File: config.mk
export PLATFORM = sky130hd
export DESIGN_NAME = date_difference_days_core_flat
export DESIGN_NICKNAME = d
export VERILOG_FILES = /design/src/rtl/core/ddd_pkg.sv /design/src/rtl/core/ddd_if.sv /design/src/rtl/core/ddd_lane.sv /design/src/rtl/core/ddd_merge.sv /design/src/rtl/core/ddd_out_buf.sv /design/src/rtl/core/date_difference_days_core.sv /design/src/flat_wrapper.sv
export VERILOG_INCLUDE_DIRS = /design/src /design/src/rtl/core
export SDC_FILE = /design/constraint.sdc
export NUM_CORES = 1
export LEC_CHECK = 0
export ABC_CLOCK_PERIOD_IN_PS = 17700
export BUFFER_PORTS_ARGS = -buffer_cell sky130_fd_sc_hd__buf_2
export CORE_ASPECT_RATIO = 1.75
export CORE_MARGIN = 2
export CORE_UTILIZATION = 45
export DETAILED_ROUTE_END_ITERATION = 10
export PLACE_DENSITY = 0.63
export SETUP_SLACK_MARGIN = 0.2
export SLEW_MARGIN = 20
export SYNTH_ARGS = -nofsm -noshare
export SYNTH_HDL_FRONTEND = slang
export SYNTH_SLANG_ARGS = --single-unit
File: constraint.sdc
create_clock -name clock -period 17.7 [get_ports clock]
set_clock_uncertainty 0.2 [all_clocks]
set_input_delay 1.77 -clock clock [delete_from_list [all_inputs] [get_ports clock]]
set_output_delay 1.77 -clock clock [all_outputs]
set_load 0.03 [all_outputs]
File: src/rtl/core/date_difference_days_core_macros.svh
// Assertion macros for the date difference core.
// Used by the top level only; bodies are empty when SYNTHESIS is defined.
`ifndef DATE_DIFFERENCE_DAYS_CORE_MACROS_SVH
`define DATE_DIFFERENCE_DAYS_CORE_MACROS_SVH

`ifndef SYNTHESIS

// same-cycle implication
`define DDD_ASSERT_NOW(label, clk, rst, ante, cons) \
   label: assert property (@(posedge clk) disable iff (rst) (ante) |-> (cons)) \
      else $error("date difference core: check failed");

// next-cycle implication
`define DDD_ASSERT_NEXT(label, clk, rst, ante, cons) \
   label: assert property (@(posedge clk) disable iff (rst) (ante) |=> (cons)) \
      else $error("date difference core: check failed");

`else

`define DDD_ASSERT_NOW(label, clk, rst, ante, cons)
`define DDD_ASSERT_NEXT(label, clk, rst, ante, cons)

`endif

`endif

File: src/rtl/core/ddd_pkg.sv
// Shared types, constants and calendar tables for the date difference core.
// No dependencies; compiled first after the macro header.
`default_nettype none

package ddd_pkg;

   localparam int DAY_W         = 5;
   localparam int MONTH_W       = 4;
   localparam int GAP_W         = 23;
   localparam int YEAR_BITS_DEF = 14;

   localparam logic [GAP_W-1:0] GAP_MAX = '1;

   typedef enum logic [1:0] {
      STATUS_OK         = 2'd0,
      STATUS_FIRST_BAD  = 2'd1,
      STATUS_SECOND_BAD = 2'd2
   } status_type;

   // one finished result item
   typedef struct packed {
      status_type       status;
      logic [GAP_W-1:0] day_gap;
   } rsp_item_type;

   // days before the month in a common year; zero for codes that are no month
   function automatic logic [8:0] month_start(input logic [MONTH_W-1:0] month);
      logic [8:0] days;
      unique case (month)
         4'd1:    days = 9'd0;
         4'd2:    days = 9'd31;
         4'd3:    days = 9'd59;
         4'd4:    days = 9'd90;
         4'd5:    days = 9'd120;
         4'd6:    days = 9'd151;
         4'd7:    days = 9'd181;
         4'd8:    days = 9'd212;
         4'd9:    days = 9'd243;
         4'd10:   days = 9'd273;
         4'd11:   days = 9'd304;
         4'd12:   days = 9'd334;
         default: days = 9'd0;
      endcase
      return days;
   endfunction

   // days in the month in a common year; zero for codes that are no month
   function automatic logic [DAY_W-1:0] month_len(input logic [MONTH_W-1:0] month);
      logic [DAY_W-1:0] days;
      unique case (month)
         4'd1, 4'd3, 4'd5, 4'd7, 4'd8, 4'd10, 4'd12: days = 5'd31;
         4'd4, 4'd6, 4'd9, 4'd11:                    days = 5'd30;
         4'd2:                                       days = 5'd28;
         default:                                    days = 5'd0;
      endcase
      return days;
   endfunction

endpackage

`default_nettype wire

File: src/rtl/core/ddd_if.sv
// Request and response channel interfaces for the date difference core.
// Depends on ddd_pkg for field widths and the status type.
`default_nettype none

// request channel: one pair of dates per item
interface ddd_req_if import ddd_pkg::*; #(
   parameter int YEAR_BITS = YEAR_BITS_DEF
) ();
   logic                 valid;
   logic                 ready;
   logic [DAY_W-1:0]     first_day;
   logic [MONTH_W-1:0]   first_month;
   logic [YEAR_BITS-1:0] first_year;
   logic [DAY_W-1:0]     second_day;
   logic [MONTH_W-1:0]   second_month;
   logic [YEAR_BITS-1:0] second_year;

   modport source (
      output valid, first_day, first_month, first_year,
      output second_day, second_month, second_year,
      input  ready
   );
   modport sink (
      input  valid, first_day, first_month, first_year,
      input  second_day, second_month, second_year,
      output ready
   );
endinterface

// response channel: status and day gap per item
interface ddd_rsp_if import ddd_pkg::*; ();
   logic             valid;
   logic             ready;
   logic [1:0]       status;
   logic [GAP_W-1:0] day_gap;

   modport source (output valid, status, day_gap, input ready);
   modport sink (input valid, status, day_gap, output ready);
endinterface

`default_nettype wire

File: src/rtl/core/ddd_lane.sv
// One date lane: checks a date and turns it into a day count (Jan 1, year 1 = 1).
// Four register stages, all moving on advance. Depends on ddd_pkg.
`default_nettype none

module ddd_lane import ddd_pkg::*; #(
   parameter int YEAR_BITS = YEAR_BITS_DEF
) (
   input  logic                   clock,
   input  logic                   advance,
   input  logic [DAY_W-1:0]       day,
   input  logic [MONTH_W-1:0]     month,
   input  logic [YEAR_BITS-1:0]   year,
   output logic [YEAR_BITS+8:0]   day_num,
   output logic                   date_ok
);

   localparam int DAY_BITS    = YEAR_BITS + 9;
   localparam int Q_BITS      = YEAR_BITS - 2;
   // divide by 25 as multiply by a rounded-up reciprocal
   localparam int RECIP_SHIFT = Q_BITS + 5;
   localparam int RECIP_W     = RECIP_SHIFT - 4;
   localparam int PROD_W      = Q_BITS + RECIP_W;
   localparam int Q100_W      = YEAR_BITS - 6;
   localparam logic [RECIP_W-1:0] RECIP = RECIP_W'((1 << RECIP_SHIFT) / 25 + 1);

   // stage 1: previous year and (p / 4) * recip
   logic [YEAR_BITS-1:0] s1_p_in, s1_p_ff;
   logic [PROD_W-1:0]    s1_prod_in, s1_prod_ff;
   logic [DAY_W-1:0]     s1_day_ff;
   logic [MONTH_W-1:0]   s1_month_ff;
   logic                 s1_yzero_in, s1_yzero_ff;

   always_comb begin
      s1_p_in     = year - YEAR_BITS'(1);
      s1_prod_in  = PROD_W'(s1_p_in[YEAR_BITS-1:2]) * PROD_W'(RECIP);
      s1_yzero_in = (year == '0);
   end

   always_ff @(posedge clock) begin
      if (advance) begin
         s1_p_ff     <= s1_p_in;
         s1_prod_ff  <= s1_prod_in;
         s1_day_ff   <= day;
         s1_month_ff <= month;
         s1_yzero_ff <= s1_yzero_in;
      end
   end

   // stage 2: p / 100 and p % 100
   logic [Q100_W-1:0]    s2_q100_in, s2_q100_ff;
   logic [YEAR_BITS-1:0] s2_rem_full;
   logic [6:0]           s2_r100_in, s2_r100_ff;
   logic [YEAR_BITS-1:0] s2_p_ff;
   logic [DAY_W-1:0]     s2_day_ff;
   logic [MONTH_W-1:0]   s2_month_ff;
   logic                 s2_yzero_ff;

   always_comb begin
      s2_q100_in  = s1_prod_ff[RECIP_SHIFT +: Q100_W];
      s2_rem_full = s1_p_ff - YEAR_BITS'(s2_q100_in) * YEAR_BITS'(100);
      s2_r100_in  = s2_rem_full[6:0];
   end

   always_ff @(posedge clock) begin
      if (advance) begin
         s2_q100_ff  <= s2_q100_in;
         s2_r100_ff  <= s2_r100_in;
         s2_p_ff     <= s1_p_ff;
         s2_day_ff   <= s1_day_ff;
         s2_month_ff <= s1_month_ff;
         s2_yzero_ff <= s1_yzero_ff;
      end
   end

   // stage 3: leap year, validity, and the three partial sums
   logic                 s3_leap;
   logic [DAY_W-1:0]     s3_limit;
   logic [Q_BITS-1:0]    s3_q4;
   logic [DAY_BITS-1:0]  s3_years_in, s3_years_ff;
   logic [Q_BITS-1:0]    s3_corr_in, s3_corr_ff;
   logic [8:0]           s3_mdays_in, s3_mdays_ff;
   logic                 s3_ok_in, s3_ok_ff;

   always_comb begin
      // y = p + 1: y % 4 == 0 when p % 4 == 3, y % 100 == 0 when p % 100 == 99
      s3_leap = (s2_p_ff[1:0] == 2'b11) &&
                ((s2_r100_ff != 7'd99) || (s2_q100_ff[1:0] == 2'b11));
      s3_limit = month_len(s2_month_ff);
      if ((s2_month_ff == MONTH_W'(2)) && s3_leap) begin
         s3_limit = DAY_W'(29);
      end
      s3_ok_in = !s2_yzero_ff &&
                 (s2_month_ff >= MONTH_W'(1)) && (s2_month_ff <= MONTH_W'(12)) &&
                 (s2_day_ff >= DAY_W'(1)) && (s2_day_ff <= s3_limit);
      s3_q4       = s2_p_ff[YEAR_BITS-1:2];
      s3_years_in = DAY_BITS'(s2_p_ff) * DAY_BITS'(365);
      s3_corr_in  = s3_q4 - Q_BITS'(s2_q100_ff) + Q_BITS'(s2_q100_ff >> 2);
      s3_mdays_in = month_start(s2_month_ff) +
                    9'((s2_month_ff > MONTH_W'(2)) && s3_leap) +
                    9'(s2_day_ff);
   end

   always_ff @(posedge clock) begin
      if (advance) begin
         s3_years_ff <= s3_years_in;
         s3_corr_ff  <= s3_corr_in;
         s3_mdays_ff <= s3_mdays_in;
         s3_ok_ff    <= s3_ok_in;
      end
   end

   // stage 4: final day count
   logic [DAY_BITS-1:0] s4_num_in, s4_num_ff;
   logic                s4_ok_ff;

   assign s4_num_in = s3_years_ff + DAY_BITS'(s3_corr_ff) + DAY_BITS'(s3_mdays_ff);

   always_ff @(posedge clock) begin
      if (advance) begin
         s4_num_ff <= s4_num_in;
         s4_ok_ff  <= s3_ok_ff;
      end
   end

   assign day_num = s4_num_ff;
   assign date_ok = s4_ok_ff;

endmodule

`default_nettype wire

File: src/rtl/core/ddd_merge.sv
// Merge stage: combines the two lane results into status and saturated gap.
// One register stage moving on advance. Depends on ddd_pkg.
`default_nettype none

module ddd_merge import ddd_pkg::*; #(
   parameter int YEAR_BITS = YEAR_BITS_DEF
) (
   input  logic                 clock,
   input  logic                 advance,
   input  logic [YEAR_BITS+8:0] first_num,
   input  logic                 first_ok,
   input  logic [YEAR_BITS+8:0] second_num,
   input  logic                 second_ok,
   output rsp_item_type         item
);

   localparam int DAY_BITS = YEAR_BITS + 9;
   localparam int CALC_W   = (DAY_BITS > GAP_W) ? DAY_BITS : GAP_W;

   logic [CALC_W-1:0] num_a, num_b, diff;
   logic [GAP_W-1:0]  gap;
   rsp_item_type      item_in, item_ff;

   // absolute difference, clipped to the output width
   always_comb begin
      num_a = CALC_W'(first_num);
      num_b = CALC_W'(second_num);
      diff  = (num_a >= num_b) ? (num_a - num_b) : (num_b - num_a);
      gap   = (diff > CALC_W'(GAP_MAX)) ? GAP_MAX : diff[GAP_W-1:0];
   end

   // first date is checked first
   always_comb begin
      priority if (!first_ok) begin
         item_in.status  = STATUS_FIRST_BAD;
         item_in.day_gap = '0;
      end else if (!second_ok) begin
         item_in.status  = STATUS_SECOND_BAD;
         item_in.day_gap = '0;
      end else begin
         item_in.status  = STATUS_OK;
         item_in.day_gap = gap;
      end
   end

   always_ff @(posedge clock) begin
      if (advance) begin
         item_ff <= item_in;
      end
   end

   assign item = item_ff;

endmodule

`default_nettype wire

File: src/rtl/core/ddd_out_buf.sv
// Two-entry output buffer (output register plus skid entry).
// Room is registered, so the pipeline never sees the receiver's ready. Depends on ddd_pkg.
`default_nettype none

module ddd_out_buf import ddd_pkg::*; (
   input  logic         clock,
   input  logic         reset,
   input  logic         push,
   input  rsp_item_type push_item,
   output logic         room,
   output logic         out_valid,
   input  logic         out_ready,
   output rsp_item_type out_item
);

   logic         out_valid_in, out_valid_ff;
   logic         skid_valid_in, skid_valid_ff;
   rsp_item_type out_item_in, out_item_ff;
   rsp_item_type skid_item_in, skid_item_ff;
   logic         pop;

   assign pop = out_valid_ff && out_ready;

   // next state of both entries
   always_comb begin
      out_valid_in  = out_valid_ff;
      skid_valid_in = skid_valid_ff;
      out_item_in   = out_item_ff;
      skid_item_in  = skid_item_ff;
      priority if (!out_valid_ff) begin
         out_valid_in = push;
         out_item_in  = push_item;
      end else if (pop) begin
         if (skid_valid_ff) begin
            out_item_in   = skid_item_ff;
            skid_valid_in = push;
            skid_item_in  = push_item;
         end else begin
            out_valid_in = push;
            out_item_in  = push_item;
         end
      end else if (push) begin
         skid_valid_in = 1'b1;
         skid_item_in  = push_item;
      end
   end

   always_ff @(posedge clock) begin
      if (reset) begin
         out_valid_ff  <= 1'b0;
         skid_valid_ff <= 1'b0;
      end else begin
         out_valid_ff  <= out_valid_in;
         skid_valid_ff <= skid_valid_in;
      end
   end

   always_ff @(posedge clock) begin
      out_item_ff  <= out_item_in;
      skid_item_ff <= skid_item_in;
   end

   assign room      = !skid_valid_ff;
   assign out_valid = out_valid_ff;
   assign out_item  = out_item_ff;

endmodule

`default_nettype wire

File: src/rtl/core/date_difference_days_core.sv
// Date difference core: absolute day count between two Gregorian dates.
// Request channel req_in carries two (day, month, year) dates per item; response
// channel rsp_out carries a status (both valid, first bad, second bad) and the gap.
// Both use valid/ready; an item moves at a clock edge where both are high.
// Two identical lanes, one per date, check the date and build its day count in
// four register stages; a merge stage forms status and |difference|, and a
// two-entry output buffer holds finished items.
// Throughput: one item per cycle, sustained while rsp_out.ready stays high.
// Pipeline: six register stages (4 lane, 1 merge, 1 output); the accepting edge
// loads the first.
// Stall: when rsp_out.ready is low, the output buffer fills; once its skid entry
// is taken, req_in.ready drops and the whole pipe holds. req_in.ready is a
// register output and does not depend on rsp_out.ready in the same cycle.
// Reset (synchronous, active high) empties the pipe and the buffer; no
// configuration and no stored state beyond the items in flight.
// Depends on ddd_pkg, ddd_if, ddd_lane, ddd_merge, ddd_out_buf.
`default_nettype none
`include "date_difference_days_core_macros.svh"

module date_difference_days_core import ddd_pkg::*; #(
   parameter int YEAR_BITS = YEAR_BITS_DEF
) (
   input  logic       clock,
   input  logic       reset,
   ddd_req_if.sink    req_in,
   ddd_rsp_if.source  rsp_out
);

   localparam int LANE_STAGES = 4;

   logic                 advance;
   logic                 accept;
   logic [LANE_STAGES-1:0] lane_valid_in, lane_valid_ff;
   logic                 merge_valid_ff;
   logic [YEAR_BITS+8:0] first_num, second_num;
   logic                 first_ok, second_ok;
   rsp_item_type         merge_item, buf_item;
   logic                 buf_room, buf_valid;

   // whole pipe moves whenever the output buffer has a free entry
   assign advance      = buf_room;
   assign req_in.ready = advance;
   assign accept       = advance && req_in.valid;

   // item valid bits alongside the lane stages
   assign lane_valid_in = {lane_valid_ff[LANE_STAGES-2:0], accept};

   always_ff @(posedge clock) begin
      if (reset) begin
         lane_valid_ff  <= '0;
         merge_valid_ff <= 1'b0;
      end else if (advance) begin
         lane_valid_ff  <= lane_valid_in;
         merge_valid_ff <= lane_valid_ff[LANE_STAGES-1];
      end
   end

   ddd_lane #(.YEAR_BITS(YEAR_BITS)) u_lane_first (
      .clock   (clock),
      .advance (advance),
      .day     (req_in.first_day),
      .month   (req_in.first_month),
      .year    (req_in.first_year),
      .day_num (first_num),
      .date_ok (first_ok)
   );

   ddd_lane #(.YEAR_BITS(YEAR_BITS)) u_lane_second (
      .clock   (clock),
      .advance (advance),
      .day     (req_in.second_day),
      .month   (req_in.second_month),
      .year    (req_in.second_year),
      .day_num (second_num),
      .date_ok (second_ok)
   );

   ddd_merge #(.YEAR_BITS(YEAR_BITS)) u_merge (
      .clock      (clock),
      .advance    (advance),
      .first_num  (first_num),
      .first_ok   (first_ok),
      .second_num (second_num),
      .second_ok  (second_ok),
      .item       (merge_item)
   );

   ddd_out_buf u_out_buf (
      .clock     (clock),
      .reset     (reset),
      .push      (advance && merge_valid_ff),
      .push_item (merge_item),
      .room      (buf_room),
      .out_valid (buf_valid),
      .out_ready (rsp_out.ready),
      .out_item  (buf_item)
   );

   assign rsp_out.valid   = buf_valid;
   assign rsp_out.status  = buf_item.status;
   assign rsp_out.day_gap = buf_item.day_gap;

   // an invalid date never carries a gap
   `DDD_ASSERT_NOW(a_bad_date_no_gap, clock, reset, rsp_out.valid && (rsp_out.status != STATUS_OK), rsp_out.day_gap == '0)
   // a full buffer always presents an item
   `DDD_ASSERT_NOW(a_full_has_output, clock, reset, !buf_room, buf_valid)
   // after an item leaves the merge stage, rsp_out.valid is high on the next cycle
   `DDD_ASSERT_NEXT(a_push_shows, clock, reset, advance && merge_valid_ff, rsp_out.valid)

endmodule

`default_nettype wire

File: src/flat_wrapper.sv
// flat-port wrapper written by rule: the top's interface ports become plain ports
module date_difference_days_core_flat import ddd_pkg::*;
#(
   parameter int YEAR_BITS = YEAR_BITS_DEF
)
  (clock, reset, req_in_valid, req_in_first_day, req_in_first_month, req_in_first_year, req_in_second_day, req_in_second_month, req_in_second_year, req_in_ready, rsp_out_valid, rsp_out_status, rsp_out_day_gap, rsp_out_ready);
  ddd_req_if #(.YEAR_BITS(YEAR_BITS)) req_in_i ();
  ddd_rsp_if rsp_out_i ();
  input  logic clock;
  input  logic reset;
  input wire logic [$bits(req_in_i.valid)-1:0] req_in_valid;
  input wire logic [$bits(req_in_i.first_day)-1:0] req_in_first_day;
  input wire logic [$bits(req_in_i.first_month)-1:0] req_in_first_month;
  input wire logic [$bits(req_in_i.first_year)-1:0] req_in_first_year;
  input wire logic [$bits(req_in_i.second_day)-1:0] req_in_second_day;
  input wire logic [$bits(req_in_i.second_month)-1:0] req_in_second_month;
  input wire logic [$bits(req_in_i.second_year)-1:0] req_in_second_year;
  output wire logic [$bits(req_in_i.ready)-1:0] req_in_ready;
  output wire logic [$bits(rsp_out_i.valid)-1:0] rsp_out_valid;
  output wire logic [$bits(rsp_out_i.status)-1:0] rsp_out_status;
  output wire logic [$bits(rsp_out_i.day_gap)-1:0] rsp_out_day_gap;
  input wire logic [$bits(rsp_out_i.ready)-1:0] rsp_out_ready;
  assign req_in_i.valid = req_in_valid;
  assign req_in_i.first_day = req_in_first_day;
  assign req_in_i.first_month = req_in_first_month;
  assign req_in_i.first_year = req_in_first_year;
  assign req_in_i.second_day = req_in_second_day;
  assign req_in_i.second_month = req_in_second_month;
  assign req_in_i.second_year = req_in_second_year;
  assign req_in_ready = req_in_i.ready;
  assign rsp_out_valid = rsp_out_i.valid;
  assign rsp_out_status = rsp_out_i.status;
  assign rsp_out_day_gap = rsp_out_i.day_gap;
  assign rsp_out_i.ready = rsp_out_ready;
  date_difference_days_core #(.YEAR_BITS(YEAR_BITS)) u_core (.clock(clock), .reset(reset), .req_in(req_in_i), .rsp_out(rsp_out_i));
endmodule
==> results of run 1 <==
## layout by cell type, fill, tap and decap left out, types with 14 or more instances in the layout
master / count
clkbuf_16: 41
mux2i_1: 31
and3_1: 14
fa_1: 215
a21o_1: 60
o21a_1: 19
nor2b_1: 20
nor2_1: 120
xnor2_1: 112
a31oi_1: 19
dfxtp_1: 31
xor2_1: 58
buf_2: 76
o21ai_0: 63
mux2_2: 29
inv_1: 508
nand2b_1: 22
nand3_1: 36
nor3_1: 33
ha_1: 409
edfxtp_1: 351
nand2_1: 107
a21oi_1: 101
## registers in the layout, indices dropped and copies added, names as in the netlist, 9 cells and up, named ones only
signal and flops:
u_core.u_out_buf.skid_item_ff 25, u_core.u_lane_second.s3_corr_ff 12, u_core.u_merge.item 25, u_core.u_lane_second.s2_p_ff 12, u_core.u_lane_second.s1_p_ff 14, u_core.u_lane_first.s3_corr_ff 12, u_core.u_lane_first.s3_years_ff 23, u_core.u_lane_first.s2_p_ff 12
u_core.u_lane_first.s1_p_ff 14, u_core.u_lane_second.day_num 23, u_core.u_lane_second.s3_mdays_ff 9, u_core.u_lane_second.s3_years_ff 23, u_core.u_out_buf.out_item 25, u_core.u_lane_first.day_num 23, u_core.u_lane_first.s3_mdays_ff 9
## report_power, final
part	leakage [nW]	switching (mW)	total (mW)	internal, mW
Clock	0.619	0.353	0.825	0.473
Combinational	10.6	2.14	3.79	1.65
Sequential	4.02	0.157	1.61	1.45
## cells by family after synthesis
family,count (synthesis),synth area share [%]
fa+ha+maj,624,32.0
buf+inv,535,6.95
simple gates,440,7.48
flops,382,38.0
compound gates,363,8.28
xor+xnor,171,5.12
mux,60,2.17
## worst max path at each step
stage | cells after the start | to | slack [ps]
3_3_place_gp | 23 | u_core.u_lane_first.s1_prod_ff[24] | 8900
4_1_cts | 23 | u_core.u_lane_first.s1_prod_ff[24] | 9410
2_1_floorplan | 4 | u_core.u_out_buf.skid_item_ff[0] | 8140
6_report | 23 | u_core.u_lane_first.s1_prod_ff[24] | 9480
3_5_place_dp | 23 | u_core.u_lane_first.s1_prod_ff[24] | 8840
5_1_grt | 23 | u_core.u_lane_first.s1_prod_ff[24] | 8950
## area by class of cell
| cell class | count | area, um2 |
|---|---|---|
| clock buffer | 45 | 1050 |
| tap | 819 | 1020 |
| multi-input combinational | 1658 | 16200 |
| clock inverter | 25 | 221 |
| inverter | 509 | 1920 |
| fill | 5742 | 33000 |
| sequential | 382 | 11200 |
| timing repair buffer | 82 | 438 |
## per-stage QoR
step                worst slack, ps  power, mW  hold slack [ps]  util, %
floorplan                      8140       4.52              200        -
global placement               8900       5.33              204     47.3
detailed placement             8840       5.43              206     47.3
CTS                            9410       6.29              218     49.2
global route                   8950       6.80              228     49.2
finish                         9480       6.22              219     49.2
## layer usage
layer  track usage [%]  vias to the layer above  wire (um)
met2              38.2                      266      34800
met4              7.00                        0       2230
li1                  -                     8944          -
met1              17.6                     8969      21000
met5                 0                        -          0
met3              1.53                      125       1200
==> impl_table.tex, run 1 <==
\begin{tabular}{lr}
\hline
Metric & Value \\
\hline
\multicolumn{2}{l}{\textbf{CTS}} \\
Clock Latency Late Sink & 550 ps \\
Clk slew on worst S/H paths & $\sim$60 ps \\
Maximum level of the CTS H-tree & 2 \\
Clock tree sinks & $\sim$380 \\
TritonCTS buffer count & 39 \\
Buffer depth of the longest clock path & 3 \\
Total of cells resized after clock tree synthesis & 0 \\
Hold buffer count at cts & 0 \\
Buffers inserted during post-CTS setup optimization & 0 \\
CTS tree & yes \\
Root buffer selected by CTS & clkbuf\_16 \\
\multicolumn{2}{l}{\textbf{Logic synthesis}} \\
Synth top area cells & edfxtp\_1 (36\%), ha\_1 (17\%), fa\_1 (15\%) \\
Share of async-settable or async-resettable flops after synthesis & 0\% \\
EDFF count, synth & between 300 and 400 \\
Net Count, Synth & $\sim$3,200 \\
Share of the synthesized area in the top cell type & roughly 36\% \\
Top flip-flop cell by instance count after synthesis & edfxtp\_1 \\
Syn avg cell area & $\sim$11 um2 \\
Synthesis-stage register bit count & 382 \\
Most frequent cells after synthesis & inv\_1 (509), ha\_1 (409), edfxtp\_1 (351) \\
Sequential-to-total area share from yosys stat & a little under two fifths \\
Netlist area before placement & roughly 0.03 mm2 \\
Number of distinct library cells after synthesis & 80 \\
Gate count after technology mapping & around 2,600 \\
Dominant cell type by area after synthesis & edfxtp\_1 \\
Most frequent cell after synthesis & inv\_1 \\
Synthesis warning total & 0 \\
\multicolumn{2}{l}{\textbf{Global route}} \\
Final global-route overflow total & 0 \\
Global-route wire length before repair & 97,000 um \\
Combined global-route utilization of all metal layers & 18.2\% \\
Pin count of the biggest net entering global routing & 175 \\
Antenna violations before repair & 0 \\
Via count of the first global-routing pass & 19,700 \\
\multicolumn{2}{l}{\textbf{Setup path}} \\
Number of cell instances on the worst register-to-register path & 16 \\
Startpoint class of the critical path & input port \\
Slack of the worst reg-to-reg path & around 12,000 ps \\
Buffers plus inverters on the worst setup path & 5 \\
Beginning of the worst register-to-register path & u\_core.u\_lane\_first.s2\_r100\_ff[1] \\
Destination of the worst register-to-register timing path & u\_core.u\_lane\_first.s3\_years\_ff[21] \\
Worst path max stage delay & between 500 and 600 ps \\
Family with the most delay on the worst path & adder cells \\
Critical path's most frequent cell & fa\_1 \\
Cell-by-cell listing of the critical path & buf\_2 > nor4\_1 > nand2\_1 > or3\_1 > xnor2\_1 > inv\_1 > fa\_1 > fa\_1 > fa\_1 > inv\_1 > fa\_1 > inv\_1 > fa\_1 > inv\_1 > ha\_1 > nand2\_1 > o21ai\_0 > o31a\_1 > o2111ai\_2 > a311oi\_2 > a311o\_2 > a21oi\_2 > xor2\_1 \\
Kind of end point of the critical path & register \\
Kind of critical path & in -> reg \\
First element of the critical path & req\_in\_first\_year[2] \\
Critical path required time & 17,780 ps \\
Maximum fanout along the worst path & 6 \\
Slowest cell on the critical path & fa\_1 \\
Critical path arrival & between 8000 and 9000 ps \\
\multicolumn{2}{l}{\textbf{Routing}} \\
Detailed router's first-iteration violation count & approximately 650 \\
Remaining antenna violation count after routing & 0 \\
Number of vias per cell & between 5 and 6 \\
Total wire length after detailed routing & about 59,000 um \\
Post-route DRC violation count & 0 \\
First-pass DRT Iterations & 5 \\
Vias & between 15,000 and 20,000 \\
WL/cell & 16.8 um \\
\multicolumn{2}{l}{\textbf{Hold path}} \\
HP Start & u\_core.u\_lane\_first.s1\_prod\_ff[24] \\
Class of the tightest hold or removal check & reg -> reg \\
Hold Path End & u\_core.u\_lane\_first.s2\_q100\_ff[7] \\
Worst hold path cell count & 0 \\
\multicolumn{2}{l}{\textbf{STA}} \\
Final hold violation count & 0 \\
Ratio of final minimum period to clock period & around 46\% \\
Tmin final & just over 8000 ps \\
Measured slew at the worst slew-check pin & 1020 ps \\
RSZ-0062 raised after global routing & no \\
Setup-failing EPs final & 0 \\
Total Negative Setup Slacks & 0 ps \\
Highest Clock Rate & 122 MHz \\
Worst rel slew slack & around a third \\
Number of slew-limit violations in the final report & 0 \\
\multicolumn{2}{l}{\textbf{Floorplanning}} \\
DIE AREA & around 0.067 mm2 \\
Effective utilization at floorplan & approximately 45\% \\
Number of cell rows & 124 \\
Ports placed on the boundary & 77 \\
Core ar. & between 0.06 and 0.07 mm2 \\
Die outline width & about 200 um \\
Height of the die & around 340 um \\
\multicolumn{2}{l}{\textbf{Final layout}} \\
Fraction of layout cells with a size suffix above 1 & 7.92\% \\
Antenna cells & 0 \\
Finished layout cell area & 0.0320 mm2 \\
Net count, final & $\sim$3,300 \\
Number of standard cells in the layout, taps in and fillers out & between 3,000 and 4,000 \\
Relative area change from synthesis to final layout & 8.89\% \\
\multicolumn{2}{l}{\textbf{Flow run}} \\
Max capacitance violation total & 0 \\
\multicolumn{2}{l}{\textbf{Place}} \\
Port Buffer Count & 76 \\
Detailed placer's ending HPWL & roughly 50,000 um \\
Placement Cell Area & between 0.03 and 0.04 mm2 \\
Placer congestion estimate & between 0.9 and 1 \\
Cells after DPL & roughly 3,500 \\
\multicolumn{2}{l}{\textbf{Power and ir drop}} \\
Max rail drop VDD & 0.101 mV \\
Static leakage & approximately 15 nW \\
Power density over the cells & 194 mW/mm2 \\
\multicolumn{2}{l}{\textbf{Status}} \\
Result of the run & finished, final reports clean \\
\hline
\end{tabular}
No activity file was read; power rests on OpenSTA's default activity.
==> run 2: changes to the inputs <==
--- a/config.mk
+++ b/config.mk
@@ -6,7 +6,7 @@
 export SDC_FILE = /design/constraint.sdc
 export NUM_CORES = 1
 export LEC_CHECK = 0
-export ABC_CLOCK_PERIOD_IN_PS = 17700
+export ABC_CLOCK_PERIOD_IN_PS = 7610
 export BUFFER_PORTS_ARGS = -buffer_cell sky130_fd_sc_hd__buf_2
 export CORE_ASPECT_RATIO = 1.75
 export CORE_MARGIN = 2
==> constraint.sdc (replaced) <==
create_clock -name clock -period 7.61 [get_ports clock]
set_clock_uncertainty 0.2 [all_clocks]
set_input_delay 0.761 -clock clock [delete_from_list [all_inputs] [get_ports clock]]
set_output_delay 0.761 -clock clock [all_outputs]
set_load 0.03 [all_outputs]
==> impl_table.tex, run 2 (same netlist as run 1, synthesis figures left out) <==
\begin{tabular}{lr}
\hline
Metric & Value \\
\hline
\multicolumn{2}{l}{\textbf{Status}} \\
Result of the run & finished, final reports clean \\
\multicolumn{2}{l}{\textbf{Final layout}} \\
Final-layout fill cell count & 5,697 (-0.78\%) \\
Fraction of layout cells with a size suffix above 1 & 8.81\% (+0.89 points) \\
Relative area change from synthesis to final layout & 9.76\% \\
Antenna cells & 0 (unchanged) \\
Net count, final & 3,365 (+0.57\%) \\
Commonest cells after routing, fill and taps aside & inv\_1 (508), ha\_1 (409), edfxtp\_1 (351), fa\_1 (215), nor2\_1 (120) \\
Most common library cell in the layout ignoring fill and taps & inv\_1 \\
\multicolumn{2}{l}{\textbf{Routing}} \\
Remaining antenna violation count after routing & 0 (unchanged) \\
WL/cell & 17.1 um (+1.4\%) \\
Total wire length after detailed routing & 60,500 um (+2.0\%) \\
Post-route DRC violation count & 0 (unchanged) \\
First-pass DRT Iterations & 5 (unchanged) \\
Number of vias per cell & 5.17 (-0.62\%) \\
Vias & 18,300 (+0.0055\%) \\
Detailed router's first-iteration violation count & 560 (-14\%) \\
\multicolumn{2}{l}{\textbf{Global route}} \\
Combined global-route utilization of all metal layers & 18.7\% (+0.55 points) \\
Global-route wire length before repair & 99,600 um (+2.7\%) \\
Antenna violations before repair & 0 (unchanged) \\
Pin count of the biggest net entering global routing & 141 (-19\%) \\
Final global-route overflow total & 0 (unchanged) \\
Via count of the first global-routing pass & 20,100 (+1.9\%) \\
\multicolumn{2}{l}{\textbf{STA}} \\
Final hold violation count & 0 (unchanged) \\
RSZ-0062 raised after global routing & no \\
Post-route worst hold slack & 167 ps (-51.7 ps) \\
Setup-failing EPs final & 0 (unchanged) \\
Highest Clock Rate & 144 MHz \\
Total Negative Setup Slacks & 0 ps (unchanged) \\
Worst rel slew slack & 31.1\% (-0.53 points) \\
Number of slew-limit violations in the final report & 0 (unchanged) \\
Ratio of final minimum period to clock period & 91.4\% \\
Measured slew at the worst slew-check pin & 1000 ps (-18.4 ps) \\
Tmin final & a little under 7000 ps \\
\multicolumn{2}{l}{\textbf{Floorplanning}} \\
Ports placed on the boundary & 77 (unchanged) \\
Effective utilization at floorplan & 45.2\% (unchanged) \\
Number of cell rows & 124 (unchanged) \\
Height of the die & 342 um (unchanged) \\
DIE AREA & 0.0675 mm2 (unchanged) \\
Core ar. & 0.0650 mm2 (unchanged) \\
Die outline width & 197 um (unchanged) \\
\multicolumn{2}{l}{\textbf{Place}} \\
Placer congestion estimate & 0.924 (+2.1\%) \\
Detailed placer's ending HPWL & 50,100 um (+2.5\%) \\
Port Buffer Count & 76 (unchanged) \\
\multicolumn{2}{l}{\textbf{CTS}} \\
Total of cells resized after clock tree synthesis & 0 (unchanged) \\
Buffers inserted during post-CTS setup optimization & 0 (unchanged) \\
Hold buffer count at cts & 0 (unchanged) \\
Clock Latency Late Sink & 570 ps (+20 ps) \\
Root buffer selected by CTS & clkbuf\_16 \\
Maximum level of the CTS H-tree & 2 (unchanged) \\
Clock tree sinks & 382 (unchanged) \\
Clk slew on worst S/H paths & 60 ps (about the same) \\
TritonCTS buffer count & 40 (+2.6\%) \\
CTS tree & yes \\
Buffer depth of the longest clock path & 3 (unchanged) \\
\multicolumn{2}{l}{\textbf{Hold path}} \\
Class of the tightest hold or removal check & in -> reg \\
\multicolumn{2}{l}{\textbf{Setup path}} \\
First element of the critical path & req\_in\_second\_year[4] \\
Maximum fanout along the worst path & 5 (-1) \\
Beginning of the worst register-to-register path & u\_core.u\_lane\_first.s2\_r100\_ff[1] \\
Kind of end point of the critical path & register \\
Kind of critical path & in -> reg \\
End of the critical path & u\_core.u\_lane\_second.s1\_prod\_ff[22] \\
Slack of the worst reg-to-reg path & 2370 ps (-10,110 ps) \\
Startpoint class of the critical path & input port \\
Number of cell instances on the worst register-to-register path & 16 (unchanged) \\
Critical path arrival & 7060 ps (-1240 ps) \\
Destination of the worst register-to-register timing path & u\_core.u\_lane\_first.s3\_years\_ff[21] \\
Critical path required time & 7710 ps (-10,070 ps) \\
\multicolumn{2}{l}{\textbf{Flow run}} \\
Max capacitance violation total & 0 (unchanged) \\
\multicolumn{2}{l}{\textbf{Power and ir drop}} \\
Power density over the cells & 458 mW/mm2 (+140\%) \\
Max rail drop VDD & 0.236 mV (+130\%) \\
Static leakage & 15.3 nW (+0.85\%) \\
\hline
\end{tabular}
[run 2: metrics by stage]
step | power (mW) | std cells | utilization [%] | cell area [um2] | worst slack, ps
2_1_floorplan | 10.5 | 2575 | - | 29400 | 691
3_3_place_gp | 12.6 | 3468 | 47.5 | 30900 | 372
3_5_place_dp | 12.8 | 3468 | 47.5 | 30900 | 139
4_1_cts | 14.9 | 3542 | 49.6 | 32300 | 727
5_1_grt | 16.1 | 3542 | 49.6 | 32300 | 381
6_report | 14.8 | 3542 | 49.6 | 32300 | 657
[run 2: how the worst min path moves through the flow]
stage	start	end	slack, ps	cells after the start
after global placement	u_core.u_lane_second.s1_prod_ff[24]	u_core.u_lane_second.s2_q100_ff[7]	200	0
final	req_in_second_day[1]	u_core.u_lane_second.s1_day_ff[1]	170	1
after CTS	req_in_first_month[3]	u_core.u_lane_first.s1_month_ff[3]	130	1
after floorplan	u_core.u_lane_first.s3_ok_ff	u_core.u_lane_first.date_ok	200	0
after global routing	req_in_first_month[3]	u_core.u_lane_first.s1_month_ff[3]	140	1
after detailed placement	u_core.u_lane_second.s1_p_ff[8]	u_core.u_lane_second.s2_p_ff[8]	200	0
[run 2: final cells by class]
type                       instances  area, um2  share of cell area, %
sequential                       382      11200                   34.6
multi-input combinational       1658      16200                   50.2
inverter                         509       1910                   5.93
tap                              819       1020                   3.18
clock buffer                      48       1120                   3.46
clock inverter                    26        279                  0.865
timing repair buffer             100        573                   1.78
[run 2: layer usage]
layer  wire length [um]  GRT usage (%)  vias up
met3               1340           2.05      131
met1              21200           18.1     8900
li1                   -              -     8993
met5                  0              0        -
met2              34600           37.8      281
met4               3400           9.92        0
[run 2: where the power goes]
group / switching (mW) / internal, mW
Combinational: 5.09 / 3.86
Sequential: 0.404 / 3.37
Clock: 0.848 / 1.20
[run 2: worst max-delay path, cell delays in order]
cell	delay, ps
buf_2	130
nor4_2	430
nand3_1	220
or4_1	450
xor2_1	410
inv_1	160
ha_1	350
inv_1	60
fa_1	530
fa_1	520
inv_1	50
fa_1	530
inv_1	60
fa_1	420
inv_1	70
ha_1	250
a2111oi_0	460
a31oi_1	170
a221o_1	400
a21oi_1	260
inv_1	60
a21oi_1	190
xnor2_1	90
